$ cat src/hw/rtl/assert_macros.svh
`ifndef ASSERT_MACROS_SVH
`define ASSERT_MACROS_SVH

// Check a property on every rising edge of clk outside reset.
`define RSPE_ASSERT(label, prop, msg) \
    label: assert property (@(posedge clk) disable iff (!rst_n) prop) \
        else $error(msg);

// Check that cons holds in the cycle after ante.
`define RSPE_ASSERT_NEXT(label, ante, cons, msg) \
    `RSPE_ASSERT(label, (ante) |=> (cons), msg)

`endif

$ cat src/hw/rtl/rspe_pkg.sv
package rspe_pkg;

    localparam int MAX_PARITY_DEF = 32;
    localparam int CFG_W = 6;
    localparam int MSG_CNT_W = 8;
    localparam int MAX_CODE_LEN = 255;
    localparam logic [8:0] FIELD_POLY = 9'h11D;
    localparam logic [CFG_W-1:0] PARITY_RESET = 6'd10;

    typedef struct packed {
        logic load;
        logic error;
    } dump_ctl_t;

    function automatic logic [7:0] gf_xtime(input logic [7:0] a);
        logic [7:0] r;
        r = {a[6:0], 1'b0} ^ (a[7] ? FIELD_POLY[7:0] : 8'h00);
        return r;
    endfunction

    function automatic logic [7:0] gf_mul(input logic [7:0] a, input logic [7:0] b);
        logic [7:0] x;
        logic [7:0] acc;
        x = a;
        acc = 8'h00;
        for (int k = 0; k < 8; k++)
        begin
            if (b[k])
            begin
                acc = acc ^ x;
            end
            x = gf_xtime(x);
        end
        return acc;
    endfunction

endpackage

$ cat src/hw/rtl/rspe_parity_out.sv
module rspe_parity_out #(
    parameter int MAX_PARITY = rspe_pkg::MAX_PARITY_DEF,
    localparam int NW = $clog2(MAX_PARITY + 1)
) (
    input  logic                           clk,
    input  logic                           rst_n,
    input  rspe_pkg::dump_ctl_t            dump_ctl,
    input  logic [MAX_PARITY-1:0][7:0]     rem,
    input  logic [NW-1:0]                  n_active,
    input  logic                           out_stall,
    output logic                           out_valid,
    output logic [7:0]                     parity_byte,
    output logic                           last_parity,
    output logic                           length_error,
    output logic                           busy
);
    import rspe_pkg::*;

    logic [MAX_PARITY-1:0][7:0]    par_reg, par_next;
    logic [NW-1:0]                 cnt_reg, cnt_next;
    logic                          err_reg, err_next;

    always_comb
    begin
        par_next = par_reg;
        cnt_next = cnt_reg;
        err_next = err_reg;
        if (dump_ctl.load)
        begin
            if (dump_ctl.error)
            begin
                par_next = '0;
                cnt_next = NW'(1);
                err_next = 1'b1;
            end
            else
            begin
                par_next = rem;
                cnt_next = n_active;
                err_next = 1'b0;
            end
        end
        else if ((cnt_reg != '0) && !out_stall)
        begin
            // advance to the next lower degree
            par_next = par_reg >> 8;
            cnt_next = cnt_reg - NW'(1);
        end
    end

    always_ff @(posedge clk or negedge rst_n)
    begin
        if (!rst_n)
        begin
            cnt_reg <= '0;
            err_reg <= 1'b0;
        end
        else
        begin
            cnt_reg <= cnt_next;
            err_reg <= err_next;
        end
    end

    always_ff @(posedge clk)
    begin
        par_reg <= par_next;
    end

    assign out_valid = (cnt_reg != '0);
    assign parity_byte = par_reg[0];
    assign last_parity = (cnt_reg == NW'(1));
    assign length_error = err_reg;
    assign busy = (cnt_reg != '0);

endmodule

$ cat config.mk
export PLATFORM = sky130hd
export DESIGN_NAME = rspe_parity_out
export DESIGN_NICKNAME = d
export VERILOG_FILES = /design/src/hw/rtl/assert_macros.svh /design/src/hw/rtl/rspe_pkg.sv /design/src/hw/rtl/rspe_parity_out.sv
export SDC_FILE = /design/constraint.sdc
export NUM_CORES = 1
export LEC_CHECK = 0
export ABC_AREA = 1
export BUFFER_PORTS_ARGS = -buffer_cell sky130_fd_sc_hd__buf_4
export CORE_ASPECT_RATIO = 1.2
export CORE_MARGIN = 2
export CORE_UTILIZATION = 55
export CTS_CLUSTER_SIZE = 8
export DETAILED_ROUTE_END_ITERATION = 7
export GPL_TIMING_DRIVEN = 0
export PLACE_DENSITY = 0.82
export SLEW_MARGIN = 15
export SYNTH_ARGS = -nofsm -noshare
export SYNTH_HDL_FRONTEND = slang
export SYNTH_SLANG_ARGS = --single-unit
$ cat constraint.sdc
create_clock -name clk -period 10.4 [get_ports clk]
set_clock_uncertainty 0.15 [all_clocks]
set_input_delay 0.52 -clock clk [delete_from_list [all_inputs] [get_ports clk]]
set_output_delay 0.52 -clock clk [all_outputs]
set_load 0.02 [all_outputs]
==> results_dict.tcl <==
set metrics [dict create \
    hold_viol_final 0 \
    synth_edf_count 256 \
    rows 56 \
    dieArea_um2 20800 \
    cp_cell_sequence "inv_1, ha_1, nand4_1, nand2_1, nand2_8, buf_16, buf_16" \
    largest_reg_flops 248 \
    htree_levels 2 \
    grt.met2_usage_pct 43.3 \
    grt_max_degree 106 \
    max_freq_mhz 364 \
    cpMostUsedCell "buf_16" \
    wl_per_cell_um 21.1 \
    clock_sinks 263 \
    ios 279 \
    clockBufferDepth 3 \
    synth_nets 929 \
    numCtsBuffers 38 \
    leakagePower_nw 6.17 \
    netlist_top_cells_count "256 x edfxtp_1, 248 x a22o_1, 34 x buf_2, 26 x nand2_1, 20 x nor2_1" \
    antennaDiodeCount 0 \
    synth_top_area_cell "edfxtp_1" \
    yosysUniqueCellTypes 20 \
    arrival_ps 2740 \
    fin_crit_sh_pct 26.4 \
    critPathKind "reg2reg" \
    clkTransAtPathRegs_ps 50 \
    cts_root_buf "clkbuf_16" \
    cp_data_required_time_ps 10390 \
    whs_path_depth 2 \
    clk-insertion-delay-late_ps 500 \
    drtIter0Drc 493 \
    yosysWarningCount 0 \
    path_max_fanout 105 \
    cp_top_family "buffers and inverters" \
    final_max_slew_viol_count 0 \
    ir_worst_vdd_mv 0.142 \
    hold_class "in2reg" \
    grt_pass1_wl_um 38900 \
    busiest_layer "met2" \
    yosysSeqAreaShare_pct 72.6 \
    yosysMostFrequentCell "edfxtp_1" \
    die_h_um 158 \
    synthArstFlopShare_pct 2.66 \
    ys_ff_latch 263 \
    finalWirelength_um 26400 \
    first_pass_iters 5 \
    setup_viol 0 \
    stdcell_area_um2 14400 \
    tritoncts "yes" \
    synth_top_area_share_pct 70.9 \
    antenna_found_initial 0 \
    multi_input_area_um2 2480 \
    avgSynthCellArea_um2 16.4 \
    tightest_slew_ps 523 \
    use_met3_pct 8.10 \
    grt.overflow.total 0 \
    regArea_um2 7860 \
    initial_core_util_pct 55.8 \
    synth_area_um2 10800 \
    dieWidth_um 132 \
    drive_gt1_share_pct 39.1 \
    slew_headroom_pct 65.2 \
    worst-r2r-setup-slack_ps 7660 \
    drv_cap 0 \
    reg2regPathDepth 7 \
    netlist_top_cells_area "edfxtp_1 71%, a22o_1 20%, dfrtp_1 1.6%" \
    cpMaxStageDelayCell "dfrtp_1" \
    fill_cells 1212 \
    viasPerCell 5.83 \
    synth_top_flop_cell "edfxtp_1" \
    groute.usage.overall_pct 24.6 \
    min_period_ps 2740 \
    path_depth 7 \
    dp_hpwl_um 18200 \
    fin_setup_tns_ps 0 \
    whs_ps 154 \
    status "complete, no violations" \
    end_kind "flip-flop" \
    first_global_vias 7154 \
    powerDensity_nw_per_um2 200 \
    worstSetupStartpointType "flip-flop" \
    dpl_cell_area_um2 13300 \
    rsz0062_at_grt "false" \
    io_buffer_count 278 \
    place.gp.congestion 0.827 \
    cp_num_buf_inv 3 \
    nets 1251 \
    max_stage_delay_ps 420 \
    via_count 7285 \
    area_delta_synth_final_pct 32.6 \
    final_antenna_net_count 0 \
    grtUsageMet1_pct 27.5 \
    syn_inst 660 \
    drcViolationCount 0 \
    core_um2 19400 \
]
## cells by family (layout without fill, tap and decap cells)
logic type	count (synthesis)	in the layout	synth area share, %
xor gates and xnor gates	1	1	0.0808
AOI/OAI and AO/OA	252	252	20.3
DFF	263	263	72.6
buffers and inverters	84	412	4.69
and+or+nand+nor	58	58	2.18
adders and majority gates	2	2	0.231
## worst register-to-register path: stages (launching register included)
cell and delay (ps):
dfrtp_1 420, inv_1 80, ha_1 250, nand4_1 190, nand2_1 230, nand2_8 170
buf_16 410, buf_16 400
## per-stage QoR
stage | power, W | instances | util [%] | setup WS, ps
after floorplan | 0.00165 | 660 | - | 5450
after global placement | 0.00181 | 1199 | 68.3 | 4260
after detailed placement | 0.00181 | 1202 | 68.8 | 7650
after CTS | 0.00289 | 1249 | 74.0 | 7670
after global routing | 0.00297 | 1249 | 74.0 | 7480
final | 0.00287 | 1249 | 74.0 | 7660
## final cells by class
type | instances | share of cell area [%]
flip-flops and latches | 263 | 54.7
inverters | 19 | 0.497
repair buffers | 282 | 15.2
plain buffers | 65 | 3.04
clock buffers | 45 | 6.95
clock inverters | 1 | 0.0610
multi-input cells | 313 | 17.3
well taps | 261 | 2.27
## cell usage in the layout (no fill, tap or decap), drive strengths merged
cell type,instances
o21ai,2
nand4,2
buf,343
o21bai,1
nor2,20
a22o,248
nand2,27
inv,20
ha,2
a21oi,1
xnor2,1
edfxtp,256
clkbuf,48
nor3,1
dlygate4sd3,1
nand3,8
dfrtp,7
## repair_timing
item	in CTS	in global routing
gates resized for setup	0	0
endpoints found under the hold margin	7	0
buffers inserted	0	0
endpoints found under the setup margin	0	0
hold buffers	1	0
## final timing paths
| check | end | from |
|---|---|---|
| min in group asynchronous | cnt_reg[0] | rst_n |
| max | par_reg[190] | cnt_reg[0] |
| min | par_reg[145] | rem[145] |
| max in group asynchronous | cnt_reg[4] | rst_n |
| min reg2reg | length_error | length_error |
| max reg2reg | par_reg[190] | cnt_reg[0] |
## where the power goes
group          internal [W]  leakage (nW)  switching, W
Combinational      0.000195          2.85      0.000165
Sequential          0.00138          2.83     0.0000632
Clock              0.000663         0.492      0.000403
Total               0.00223          6.17      0.000632
## layer usage
layer,routed length [um],share of wire (%),vias to the layer above
li1,-,-,3333
met5,0,0,-
met4,1100,4.2,0
met1,9400,36,3571
met3,2310,8.8,67
met2,13600,51,314
Note: power is estimated with default switching activity, not from simulation.
